**src/sv/ktms_pkg.sv**
```systemverilog
// ktms_pkg: shared types, codes and sizes for the key table membership search core
// no dependencies; imported by every module of the block
package ktms_pkg;

  localparam int MAX_KEYS = 1024;
  localparam int KEY_AW   = $clog2(MAX_KEYS);
  localparam int CNT_W    = KEY_AW + 1;
  localparam int IDX_W    = CNT_W + 1;

  localparam logic [1:0] OP_CLEAR  = 2'd0;
  localparam logic [1:0] OP_APPEND = 2'd1;
  localparam logic [1:0] OP_QUERY  = 2'd2;

  localparam logic MODE_LINEAR = 1'b0;
  localparam logic MODE_BINARY = 1'b1;

  typedef struct packed {
    logic [1:0]         op;
    logic signed [31:0] value;
  } item_t;

  typedef struct packed {
    logic signed [31:0] query_value;
    logic               found;
  } result_t;

  typedef enum logic [1:0] {
    ST_IDLE,
    ST_ISSUE,
    ST_CMP
  } state_t;

  typedef struct packed {
    logic clear;
    logic append;
    logic load;
    logic rd;
    logic step;
    logic emit;
    logic emit_found;
  } cmd_t;

  typedef struct packed {
    logic more;
    logic hit;
  } status_t;

endpackage

```
**src/sv/ktms_ctrl.sv**
```systemverilog
// ktms_ctrl: state machine that sequences clears, appends and query probes
// depends on ktms_pkg; commands ktms_datapath through cmd_t
module ktms_ctrl (
  input  logic              clk,
  input  logic              rst,
  input  logic              start,
  input  logic [1:0]        op,
  input  ktms_pkg::status_t status,
  output ktms_pkg::cmd_t    cmd,
  output logic              busy
);
  import ktms_pkg::*;

  state_t state;
  state_t state_next;
  logic   accept;

  assign accept = start && (state == ST_IDLE);
  assign busy   = (state != ST_IDLE);

  always_ff @(posedge clk) begin
    if (rst) begin
      state <= ST_IDLE;
    end else begin
      state <= state_next;
    end
  end

  always_comb begin
    state_next = state;
    case (state)
      ST_IDLE: begin
        if (accept && op == OP_QUERY) state_next = ST_ISSUE;
      end
      ST_ISSUE: begin
        state_next = status.more ? ST_CMP : ST_IDLE;
      end
      ST_CMP: begin
        state_next = status.hit ? ST_IDLE : ST_ISSUE;
      end
      default: state_next = ST_IDLE;
    endcase
  end

  always_comb begin
    cmd = '0;
    case (state)
      ST_IDLE: begin
        cmd.clear  = accept && (op == OP_CLEAR);
        cmd.append = accept && (op == OP_APPEND);
        cmd.load   = accept && (op == OP_QUERY);
      end
      ST_ISSUE: begin
        cmd.rd   = status.more;
        cmd.emit = !status.more;
      end
      ST_CMP: begin
        cmd.step       = !status.hit;
        cmd.emit       = status.hit;
        cmd.emit_found = status.hit;
      end
      default: cmd = '0;
    endcase
  end

  a_emit_ends: assert property (@(posedge clk) disable iff (rst)
    cmd.emit |=> state == ST_IDLE)
    else $error("emit did not return to idle");

  a_query_starts: assert property (@(posedge clk) disable iff (rst)
    (accept && op == OP_QUERY) |=> state == ST_ISSUE)
    else $error("query not started");

  a_cmp_after_issue: assert property (@(posedge clk) disable iff (rst)
    (state == ST_CMP) |-> $past(cmd.rd))
    else $error("compare without read");

  a_found_only_on_hit: assert property (@(posedge clk) disable iff (rst)
    cmd.emit_found |-> (state == ST_CMP && status.hit))
    else $error("found outside a hit");

endmodule

```
**config.mk**
```make
export PLATFORM = sky130hd
export DESIGN_NAME = ktms_ctrl
export DESIGN_NICKNAME = d
export VERILOG_FILES = /design/src/sv/ktms_pkg.sv /design/src/sv/ktms_ctrl.sv
export SDC_FILE = /design/constraint.sdc
export NUM_CORES = 1
export LEC_CHECK = 0
export BUFFER_PORTS_ARGS = -buffer_cell sky130_fd_sc_hd__buf_4
export CORE_AREA = 2 2 39 41
export DETAILED_ROUTE_END_ITERATION = 10
export DIE_AREA = 0 0 41 43
export GPL_ROUTABILITY_DRIVEN = 0
export SETUP_SLACK_MARGIN = 0.2
export SYNTH_ARGS = -nofsm -noshare
export SYNTH_HDL_FRONTEND = slang
export SYNTH_SLANG_ARGS = --single-unit
```
**constraint.sdc**
```tcl
create_clock -name clk -period 1.25 [get_ports clk]
set_input_delay 0.25 -clock clk [delete_from_list [all_inputs] [get_ports clk]]
set_output_delay 0.25 -clock clk [all_outputs]
set_load 0.1 [all_outputs]
```
# Word level (Yosys, flattened, before mapping)
# Index checks and enable logic that the tools add are counted.
dict set report totals {
  in_bits 7
  regBits 2
  elab_cells 24
  out_inout_bits 8
}
dict set report op_classes {
  reduce_logical 9
  muxes 9
  n_eq_ne 5
}
# operator count
set ops {}
lappend ops {{$pmux W2 S3} 1}
lappend ops {{$eq A2 B1 Y1 const B} 2}
lappend ops {{$eq A2 B2 Y1 const B} 2}
lappend ops {{$logic_and A1 B1 Y1} 4}
lappend ops {{$logic_not A2 Y1} 2}
lappend ops {{$mux W1} 4}
lappend ops {{$mux W2} 2}
lappend ops {{$mux W3} 1}
lappend ops {{$logic_not A1 Y1} 2}
lappend ops {{$ne A2 B1 Y1 const B} 1}
lappend ops {{$pmux W1 S2} 1}
lappend ops {{$reduce_bool A2 Y1} 1}

# Logic depth before layout (Yosys ltp)
# Gate-level depths: netlist of run 1.
dict set report depth {
  ltp_word 5
  mapped_depth 5
  depth_no_buf 5
}

# Least setup slack after synthesis of run 1
# No wires, ideal clock.
dict set report synth_timing {
  path_type {register to output}
  start {register state[0]}
  end {output port cmd[5] (netlist bit)}
  arrival_ns 2.886
  required_time_ns 1.000
  n_path_buf 0
  stages_incl_launch_ff 5
  slack_ns -1.886
  path_cell_list {dfxtp_1 inv_1 ha_1 nand2_1 nor3b_1}
}
# item line
set synth_lines {}
lappend synth_lines {{from (decl)} ktms_ctrl.sv:14} ;# state_t state;
lappend synth_lines {{from (signal assigned)} ktms_ctrl.sv:25} ;# state <= state_next;
lappend synth_lines {{to (decl)} ktms_ctrl.sv:9} ;# output ktms_pkg::cmd_t cmd,

==> summary.txt, run 1 <==
Critical path
  • Crit Path Class: reg2out
  • Reg2Reg Launch Point: state[0]$_SDFFE_PP0P_
  • R2R setup slack: -0.07 ns
  • Reg2reg end: state[0]$_SDFFE_PP0P_
  • Startpoint types: register
  • Worst r2r path cells: 6
  • Required @ worst endpoint: 1.00 ns
  • CP startpoint: state[0]$_SDFFE_PP0P_
  • Data arrival time of the worst path: 1.34 ns
  • Crit path to: cmd[4]
  • Crit Path Max Fanout: 4
  • Crit path capture type: output port

Placed design
  • Port Buffer Count: 14
  • HPWL after DPL: 576 um
  • Place WS: -0.202 ns
  • Inst Count DP: 66

STA
  • Worst setup margin: -0.338 ns
  • Tmin final: 1.59 ns
  • Fin. max-slew vios: 0
  • Final hold vios: 0
  • RSZ-0062 raised after global routing: true
  • Fmax: 630 MHz
  • Count of final setup violators: 10
  • Slew @ Worst Pin: 0.241 ns
  • Total negative slack: -2.02 ns
  • Hold Worst Slack: 0.218 ns
  • Clock Skew: 0.00314 ns
  • Crit share post-route: 1.27
  • Slew headroom: 0.839

Floorplanning
  • Starting density of the core: 0.175
  • Core Region: 1380 sq um
  • Die W: 41 um
  • Die Area: 1760 sq um
  • Rows: 14
  • Chip height: 43 um
  • IO Pins: 15

Final layout
  • Fin nets: 71
  • Top reg by flops: state
  • Biggest regs: state (2)
  • Layout Cells excl Fill: 73
  • FF/Latch Area: 47.5 sq um
  • Area growth from synthesis to layout: 202%
  • Share of layout cells above drive strength 1: 0.912
  • Number of diodes: 0
  • Multi-input gate area: 307 sq um
  • Fillers: 126
  • Max reg flops: 2

Route
  • Pre-Repair DR Iteration Count: 3
  • Antenna viol nets, final: 0
  • WL final: 792 um
  • DR iter-0 viols: 9
  • DRC viols: 0
  • Drt via density: 4.37
  • Vias post-DR: 319
  • Routed wire per std cell: 10.8 um

GRT
  • First-pass GRT wire length: 1.28 mm
  • Vias in the first global route: 318
  • Grt total ovfl: 0
  • Antenna violations before repair: 0
  • Gr usage total: 0.108
  • Pin count of the biggest net entering global routing: 6

Run status
  • Status: finished with violations
  • Failing checks: negative setup slack

Logic synthesis
  • Seq/Total Area, Yosys: 0.165
  • Area leader, netlist: ha_1
  • Synthesized cell area: 243 sq um
  • Cells after synthesis: 28
  • Synth top cells by count: ha_1, inv_1
  • Post-synth EDFFs: 0
  • Synth Warn #: 0
  • Synth Net Count: 40
  • Post-synth ARST share: 0
  • Top FF cell, synth: dfxtp_1
  • Post-synth cell types: 17
  • Mean post-synth cell area: 8.67 sq um
  • Synth top area share: 0.258
  • Top-count cell post-synth: ha_1
  • Synthesized flop and latch total: 2
  • Synth area leaders: ha_1, dfxtp_1, nand4b_1

Clocking
  • Worst-Skew Late Latency: 0.23 ns
  • Total clock sinks: 2
  • CTS tree: yes
  • CTS clk-pin slew, worst paths: 0.03 ns
  • CTS buffer count: 3
  • Clock tree buffer depth: 2
  • H-tree depth: 1
  • Root Buffer: clkbuf_4

Power
  • Worst vdd ir: 0.752 mV
  • Power Density: 1500 nW/um^2
  • Leak Pwr: 0.300 nW

Min path
  • Hold WC Path Type: in2reg

Job
  • Max_cap viols: 0
[how the worst min path moves through the flow]
stage / startpoint / to / cells after the start
CTS: rst / state[0]$_SDFFE_PP0P_ / 2
global placement: rst / state[0]$_SDFFE_PP0P_ / 2
detailed placement: rst / state[0]$_SDFFE_PP0P_ / 2
finish: rst / state[0]$_SDFFE_PP0P_ / 2
global route: rst / state[0]$_SDFFE_PP0P_ / 2
floorplan: rst / state[0]$_SDFFE_PP0P_ / 1
[worst max-delay path, cell delays in order, from the launching register on]
cell and delay [ns]:
dfxtp_4 0.35, inv_6 0.07, ha_4 0.15, and3b_2 0.18, and3_4 0.19, buf_12 0.17
[cell families (layout without fill, tap and decap cells)]
kind of cell	count (synthesis)	count (layout)	synth area share
adders and majority gates	5	5	0.258
and+or+nand+nor	12	12	0.320
buffers and inverters	4	33	0.0618
DFF	2	2	0.165
AOI/OAI and AO/OA	5	5	0.196
[through the flow]
step,util,area [sq um],power [mW]
after floorplan,-,337,0.567
after global placement,0.377,522,0.731
after detailed placement,0.377,522,0.740
after CTS,0.507,702,1.06
after global routing,0.530,733,1.15
final,0.530,733,1.10
[final cells by class]
type,count,share of cell area
clock buffer,3,0.0307
inverter,4,0.0410
multi-input combinational,22,0.418
sequential,2,0.0648
tap,16,0.0273
timing repair buffer,26,0.418
[report_power, final]
part           internal (mW)  switching, mW  leakage, nW
registers             0.0836         0.0221       0.0178
logic                  0.385          0.460        0.269
clock network          0.107         0.0437       0.0138
[cells in the final DEF, fill, tap and decap left out]
master and instances:
ha_2 2, nor3b_4 1, and3_4 1, a21oi_4 1
buf_6 3, o41ai_2 1, buf_12 8, clkbuf_4 3
a21boi_1 1, and2_4 1, ha_1 1, a2111oi_4 1
nand2_4 2, ha_4 2, nor2b_2 1, nor3_4 1
nor2_1 1, and3b_2 1, dfxtp_4 2, inv_4 1
nand4b_1 2, o21a_4 1, nor2b_4 1, buf_4 15
inv_6 1, clkinvlp_4 2
[per-layer routing]
| metal | up-vias | share of wire | GRT usage |
|---|---|---|---|
| li1 | 158 | - | - |
| met3 | 0 | 0.074 | 0.0314 |
| met4 | 0 | 0 | 0.0600 |
| met1 | 147 | 0.41 | 0.134 |
| met5 | - | 0 | 0 |
| met2 | 14 | 0.51 | 0.159 |
[timing repair]
action,in CTS,in global routing
resized for setup,34,4
hold endpoints to repair,0,0
hold buffers,0,0
buffers inserted,4,0
endpoints found under the setup margin,10,10
pin swaps,2,3
No activity file was read; power rests on OpenSTA's default activity.
==> run 2: changes to the inputs <==
- REMOVE_ABC_BUFFERS: unset -> 1
==> summary.txt, run 2 (synthesized netlist as in run 1, its figures left out) <==
Final layout
  • Fillers: 131 (was 126)
  • Share of layout cells above drive strength 1: 0.897 (was 0.912)
  • Fin util: 0.522 (was 0.530)
  • Max reg flops: 2 (unchanged)
  • Fin nets: 72 (was 71)
  • Area growth from synthesis to layout: 197% (was 202%)
  • Top reg by flops: state (unchanged)
  • Biggest regs: state (2) (unchanged)
  • Number of diodes: 0 (unchanged)
  • Most frequent cells in the layout: buf_4, buf_12, buf_6 (was buf_4, buf_12, clkbuf_4, buf_6)
  • Most common cell after layout, fill and taps aside: buf_4 (unchanged)
  • FF/Latch Area: 42.5 sq um (was 47.5 sq um)
  • Finished Cell Area: 722 sq um (was 733 sq um)
  • Multi-input gate area: 318 sq um (was 307 sq um)

Route
  • Routed wire per std cell: 11.1 um (was 10.8 um)
  • DR iter-0 viols: 1 (was 9)
  • DRC viols: 0 (unchanged)
  • Antenna viol nets, final: 0 (unchanged)
  • Pre-Repair DR Iteration Count: 2 (was 3)
  • Vias post-DR: 319 (unchanged)
  • Drt via density: 4.31 (was 4.37)
  • WL final: 822 um (was 792 um)

Placed design
  • Port Buffer Count: 14 (unchanged)
  • Placed Area: 450 sq um (was 522 sq um)
  • HPWL after DPL: 563 um (was 576 um)
  • Place WS: -0.266 ns (was -0.202 ns)

Power
  • Leak Pwr: 0.317 nW (was 0.300 nW)
  • Sw frac: 0.483 (was 0.477)
  • Gate power share: 0.786 (was 0.767)
  • Pint: 0.562 mW (was 0.576 mW)
  • Clock network power share: 0.128 (was 0.137)
  • Power Density: 1510 nW/um^2 (was 1500 nW/um^2)
  • NetSw: 0.525 mW (was 0.526 mW)
  • Worst vdd ir: 0.752 mV (about the same)
  • Seq pwr share: 0.086 (was 0.096)

Floorplanning
  • Die W: 41 um (unchanged)
  • IO Pins: 15 (unchanged)
  • Die Area: 1760 sq um (unchanged)
  • Rows: 14 (unchanged)
  • Starting density of the core: 0.175 (unchanged)
  • Core Region: 1380 sq um (unchanged)
  • Chip height: 43 um (unchanged)

Critical path
  • Data arrival time of the worst path: 1.35 ns (was 1.34 ns)
  • Reg2reg end: state[0]$_SDFFE_PP0P_ (unchanged)
  • Crit Path Class: reg2out (unchanged)
  • Crit Path Max Fanout: 2 (was 4)
  • Required @ worst endpoint: 1.00 ns (about the same)
  • R2R setup slack: -0.08 ns (was -0.07 ns)
  • Crit path capture type: output port (unchanged)
  • Reg2Reg Launch Point: state[0]$_SDFFE_PP0P_ (unchanged)
  • Worst r2r path cells: 6 (unchanged)
  • Startpoint types: register (unchanged)

STA
  • Count of final setup violators: 10 (unchanged)
  • Hold Worst Slack: 0.225 ns (was 0.218 ns)
  • Clock Skew: 0.00277 ns (was 0.00314 ns)
  • Fin. max-slew vios: 0 (unchanged)
  • Slew @ Worst Pin: 0.239 ns (was 0.241 ns)
  • Worst setup margin: -0.346 ns (was -0.338 ns)
  • Slew headroom: 0.840 (was 0.839)
  • Tmin final: 1.60 ns (was 1.59 ns)
  • Fmax: 627 MHz (was 630 MHz)
  • RSZ-0062 raised after global routing: true (unchanged)
  • Final hold vios: 0 (unchanged)
  • Crit share post-route: 1.28 (was 1.27)

GRT
  • M1 GR Usage: 0.108 (was 0.134)
  • M2 GR Usage: 0.188 (was 0.159)
  • First-pass GRT wire length: 1.28 mm (about the same)
  • Vias in the first global route: 337 (was 318)
  • Gr usage total: 0.113 (was 0.108)
  • Antenna violations before repair: 0 (unchanged)
  • Pin count of the biggest net entering global routing: 6 (unchanged)
  • Grt total ovfl: 0 (unchanged)
  • Grt met3 use: 0.0524 (was 0.0314)
  • Top Usage Layer GRT: met2 (unchanged)

Clocking
  • Clock tree buffer depth: 2 (unchanged)
  • CTS clk-pin slew, worst paths: 0.03 ns (about the same)
  • Root Buffer: clkbuf_4 (unchanged)
  • Post-cts hold buffer count: 0 (unchanged)
  • H-tree depth: 1 (unchanged)
  • CTS buffer count: 3 (unchanged)
  • CTS tree: yes (unchanged)
  • Total clock sinks: 2 (unchanged)
  • Worst-Skew Late Latency: 0.22 ns (was 0.23 ns)

Min path
  • Hold Path End: state[0]$_SDFFE_PP0P_ (unchanged)
  • Hold wc startpoint: rst (unchanged)
  • WHS Path Cells: 2 (unchanged)
  • Hold WC Path Type: in2reg (unchanged)

Job
  • Max_cap viols: 0 (unchanged)

Run status
  • Failing checks: negative setup slack (unchanged)
  • Status: finished with violations (unchanged)
run 2: worst max-delay path by stage:
stage                           from     end  depth (start not counted)  slack [ns]
6_report       state[1]$_SDFFE_PP0P_  cmd[1]                          6       -0.35
5_1_grt        state[1]$_SDFFE_PP0P_  cmd[1]                          6       -0.40
4_1_cts        state[1]$_SDFFE_PP0P_  cmd[1]                          6       -0.35
3_5_place_dp   state[0]$_SDFFE_PP0P_  cmd[4]                          5       -0.27
3_3_place_gp   state[0]$_SDFFE_PP0P_  cmd[4]                          5       -0.23
2_1_floorplan  state[0]$_SDFFE_PP0P_  cmd[5]                          4       -1.89
run 2: through the flow:
stage / power [mW] / setup TNS (ns) / std cells
final: 1.09 / -2.06 / 74
after global routing: 1.15 / -2.57 / 74
after CTS: 0.995 / -2.29 / 74
after detailed placement: 0.637 / -1.37 / 69
after global placement: 0.631 / -1.19 / 69
after floorplan: 0.453 / -8.59 / 28
run 2: per-layer routing:
metal / wire length [um] / part of all wire
met1: 272 / 0.33
met4: 0 / 0
met2: 497 / 0.60
met5: 0 / 0
met3: 52 / 0.063
run 2: repair_timing:
action,4_1_cts,5_1_grt
pin swaps,3,3
setup buffers,2,0
endpoints found under the setup margin,10,10
resized for setup,44,10
run 2: cell type report:
| type | count | area share |
|---|---|---|
| clock buffer | 3 | 0.0312 |
| inverter | 4 | 0.0312 |
| multi-input combinational | 22 | 0.440 |
| sequential | 2 | 0.0589 |
| tap | 16 | 0.0277 |
| timing repair buffer | 27 | 0.411 |
run 2: worst max-delay path, stage by stage, from the launching register on:
cell and delay, ns:
dfxtp_2 0.32, inv_2 0.05, buf_6 0.12, ha_4 0.15, nor2b_4 0.11, o21a_1 0.19
buf_12 0.17
run 2: power by group through the flow:
stage                     registers [mW]  clock network [mW]  logic, mW
after floorplan                   0.0875                   0      0.366
after global placement            0.0837                   0      0.547
after detailed placement          0.0849                   0      0.552
after CTS                         0.0936               0.146      0.755
after global routing              0.0946               0.156      0.904
final                             0.0932               0.139      0.854
==> run 3: changes to the inputs <==
- ABC_AREA: unset -> 1
==> summary.txt, run 3 <==
Run status
  • Status: finished with violations (unchanged)
  • Failing checks: negative setup slack (unchanged)

STA
  • Slew @ Worst Pin: 0.179 ns (was 0.239 ns)
  • Clock Skew: 0.00315 ns (was 0.00277 ns)
  • Total negative slack: -1.46 ns (was -2.06 ns)
  • Slew headroom: 0.882 (was 0.840)
  • Worst setup margin: -0.253 ns (was -0.346 ns)
  • Fmax: 665 MHz (was 627 MHz)
  • Crit share post-route: 1.20 (was 1.28)
  • Tmin final: 1.50 ns (was 1.60 ns)
  • Count of final setup violators: 10 (unchanged)
  • Fin. max-slew vios: 0 (unchanged)
  • RSZ-0062 raised after global routing: true (unchanged)
  • Hold Worst Slack: 0.273 ns (was 0.225 ns)
  • Final hold vios: 0 (unchanged)

Critical path
  • Required @ worst endpoint: 1.00 ns (about the same)
  • Data arrival time of the worst path: 1.25 ns (was 1.35 ns)
  • Startpoint types: register (unchanged)
  • Worst r2r path cells: 11 (was 6)
  • Reg2Reg Launch Point: state[1]$_SDFFE_PP0P_ (was state[0]$_SDFFE_PP0P_)
  • Crit Path Class: reg2out (unchanged)
  • Reg2reg end: state[0]$_SDFFE_PP0P_ (unchanged)
  • Crit path capture type: output port (unchanged)
  • Crit Path Max Fanout: 3 (was 2)
  • R2R setup slack: -0.03 ns (was -0.08 ns)

Clocking
  • H-tree depth: 1 (unchanged)
  • CTS tree: yes (unchanged)
  • Worst-Skew Late Latency: 0.22 ns (about the same)
  • Total clock sinks: 2 (unchanged)
  • CTS clk-pin slew, worst paths: 0.03 ns (about the same)
  • CTS buffer count: 3 (unchanged)
  • Post-cts hold buffer count: 0 (unchanged)
  • Root Buffer: clkbuf_4 (unchanged)
  • Clock tree buffer depth: 2 (unchanged)

Route
  • Antenna viol nets, final: 0 (unchanged)
  • WL final: 700 um (was 822 um)
  • Drt via density: 3.93 (was 4.31)
  • Vias post-DR: 314 (was 319)
  • DR iter-0 viols: 1 (unchanged)
  • Routed wire per std cell: 8.75 um (was 11.1 um)
  • Pre-Repair DR Iteration Count: 2 (unchanged)
  • DRC viols: 0 (unchanged)

Logic synthesis
  • Area leader, netlist: ha_1 (unchanged)
  • Synthesized cell area: 249 sq um (was 243 sq um)
  • Seq/Total Area, Yosys: 0.161 (was 0.165)
  • Mean post-synth cell area: 6.07 sq um (was 8.67 sq um)
  • Synth top area share: 0.251 (was 0.258)
  • Synth area leaders: ha_1, inv_1, dfxtp_1 (was ha_1, dfxtp_1, nand4b_1)
  • Top-count cell post-synth: inv_1 (was ha_1)
  • Synth top cells by count: inv_1, nand2_1, ha_1, nor2_1 (was ha_1, inv_1)
  • Synthesized flop and latch total: 2 (unchanged)
  • Top FF cell, synth: dfxtp_1 (unchanged)
  • Cells after synthesis: 41 (was 28)
  • Post-synth ARST share: 0 (unchanged)
  • Synth Warn #: 0 (unchanged)
  • Post-synth EDFFs: 0 (unchanged)
  • Post-synth cell types: 11 (was 17)

Power
  • NetSw: 0.797 mW (was 0.525 mW)
  • Power Density: 2260 nW/um^2 (was 1510 nW/um^2)
  • Leak Pwr: 0.326 nW (was 0.317 nW)
  • Clock network power share: 0.090 (was 0.128)
  • PnR Total Power: 1.51 mW (was 1.09 mW)
  • Worst vdd ir: 0.804 mV (was 0.752 mV)
  • Gate power share: 0.824 (was 0.786)
  • Pint: 0.708 mW (was 0.562 mW)
  • Seq pwr share: 0.086 (about the same)
  • Sw frac: 0.529 (was 0.483)

Final layout
  • Most frequent cells in the layout: buf_4, buf_12, inv_1 (was buf_4, buf_12, buf_6)
  • Biggest regs: state (2) (unchanged)
  • Layout Cells excl Fill: 80 (was 74)
  • Number of diodes: 0 (unchanged)
  • Share of layout cells above drive strength 1: 0.766 (was 0.897)
  • Area growth from synthesis to layout: 167% (was 197%)
  • Fin nets: 78 (was 72)
  • Max reg flops: 2 (unchanged)
  • Top reg by flops: state (unchanged)
  • Finished Cell Area: 666 sq um (was 722 sq um)
  • Most common cell after layout, fill and taps aside: buf_4 (unchanged)

GRT
  • Antenna violations before repair: 0 (unchanged)
  • Grt total ovfl: 0 (unchanged)
  • Vias in the first global route: 244 (was 337)
  • Pin count of the biggest net entering global routing: 5 (was 6)
  • Gr usage total: 0.0741 (was 0.113)
  • First-pass GRT wire length: 897 um (was 1.28 mm)

Min path
  • Hold wc startpoint: rst (unchanged)
  • Hold WC Path Type: in2reg (unchanged)
  • WHS Path Cells: 4 (was 2)
  • Hold Path End: state[1]$_SDFFE_PP0P_ (was state[0]$_SDFFE_PP0P_)

Floorplanning
  • Die W: 41 um (unchanged)
  • IO Pins: 15 (unchanged)
  • Rows: 14 (unchanged)
  • Core Region: 1380 sq um (unchanged)
  • Chip height: 43 um (unchanged)
  • Die Area: 1760 sq um (unchanged)
  • Starting density of the core: 0.180 (was 0.175)

Job
  • Max_cap viols: 0 (unchanged)

Placed design
  • HPWL after DPL: 462 um (was 563 um)
  • Port Buffer Count: 14 (unchanged)
  • Placed Area: 404 sq um (was 450 sq um)
  • Inst Count DP: 75 (was 69)
==> run 3: cell count changes after synthesis, sizes merged, moves of 2 or more <==
cell    previous run  this run
inv                4        11
nand4b             2         0
nor2b              2         0
nor2               1         7
nand2              2        12
==> run 3: how the worst max path moves through the flow <==
stage,from,to,slack [ns],depth (start not counted)
2_1_floorplan,state[0]$_SDFFE_PP0P_,cmd[1],-1.88,3
3_3_place_gp,state[1]$_SDFFE_PP0P_,cmd[1],-0.18,4
3_5_place_dp,state[1]$_SDFFE_PP0P_,cmd[1],-0.19,4
4_1_cts,state[1]$_SDFFE_PP0P_,cmd[4],-0.29,7
5_1_grt,state[1]$_SDFFE_PP0P_,cmd[4],-0.29,7
6_report,state[1]$_SDFFE_PP0P_,cmd[1],-0.25,4
==> run 3: routing by layer <==
layer | vias to the layer above | GRT usage | wire length (um)
li1 | 164 | - | -
met2 | 11 | 0.109 | 416
met1 | 139 | 0.0958 | 242
met5 | - | 0 | 0
met4 | 0 | 0.0200 | 0
met3 | 0 | 0.0314 | 42
==> run 3: logic make-up (layout without fill, tap and decap cells) <==
| family | count (synthesis) | in the layout | synth area share |
|---|---|---|---|
| buf+inv | 11 | 34 | 0.166 |
| fa+ha+maj | 5 | 5 | 0.251 |
| compound gates | 2 | 2 | 0.0502 |
| simple gates | 21 | 21 | 0.372 |
| flops | 2 | 2 | 0.161 |
==> run 3: worst max-delay path: stages (launching register included) <==
cell and delay (ns):
dfxtp_4 0.36, inv_6 0.05, ha_4 0.26, a21boi_4 0.18
buf_12 0.18
==> run 3: cell type report <==
| cell class | instances | area, sq um |
|---|---|---|
| Fill cell | 140 | 718 |
| Sequential cell | 2 | 45.0 |
| Tap cell | 16 | 20.0 |
| Inverter | 11 | 51.3 |
| Timing Repair Buffer | 20 | 255 |
| Clock buffer | 3 | 22.5 |
| Multi-Input combinational cell | 28 | 272 |
==> run 3: timing repair <==
action / in CTS / in global routing
setup buffers: 2 / 0
pin swaps: 2 / 4
gates cloned: 0 / 0
gates resized for setup: 25 / 37
endpoints found under the setup margin: 10 / 10
==> run 3: metrics by stage <==
stage,utilization,setup slack (ns)
2_1_floorplan,-,-1.88
3_3_place_gp,0.292,-0.176
3_5_place_dp,0.292,-0.191
4_1_cts,0.378,-0.292
5_1_grt,0.481,-0.295
6_report,0.481,-0.253
==> run 3: power by group through the flow <==
stage          clock network, mW  registers [mW]  logic (mW)
2_1_floorplan                  0           0.107       0.598
3_3_place_gp                   0           0.104       0.788
3_5_place_dp                   0           0.106       0.792
4_1_cts                    0.147           0.114       0.976
5_1_grt                    0.153           0.131        1.32
6_report                   0.136           0.129        1.24
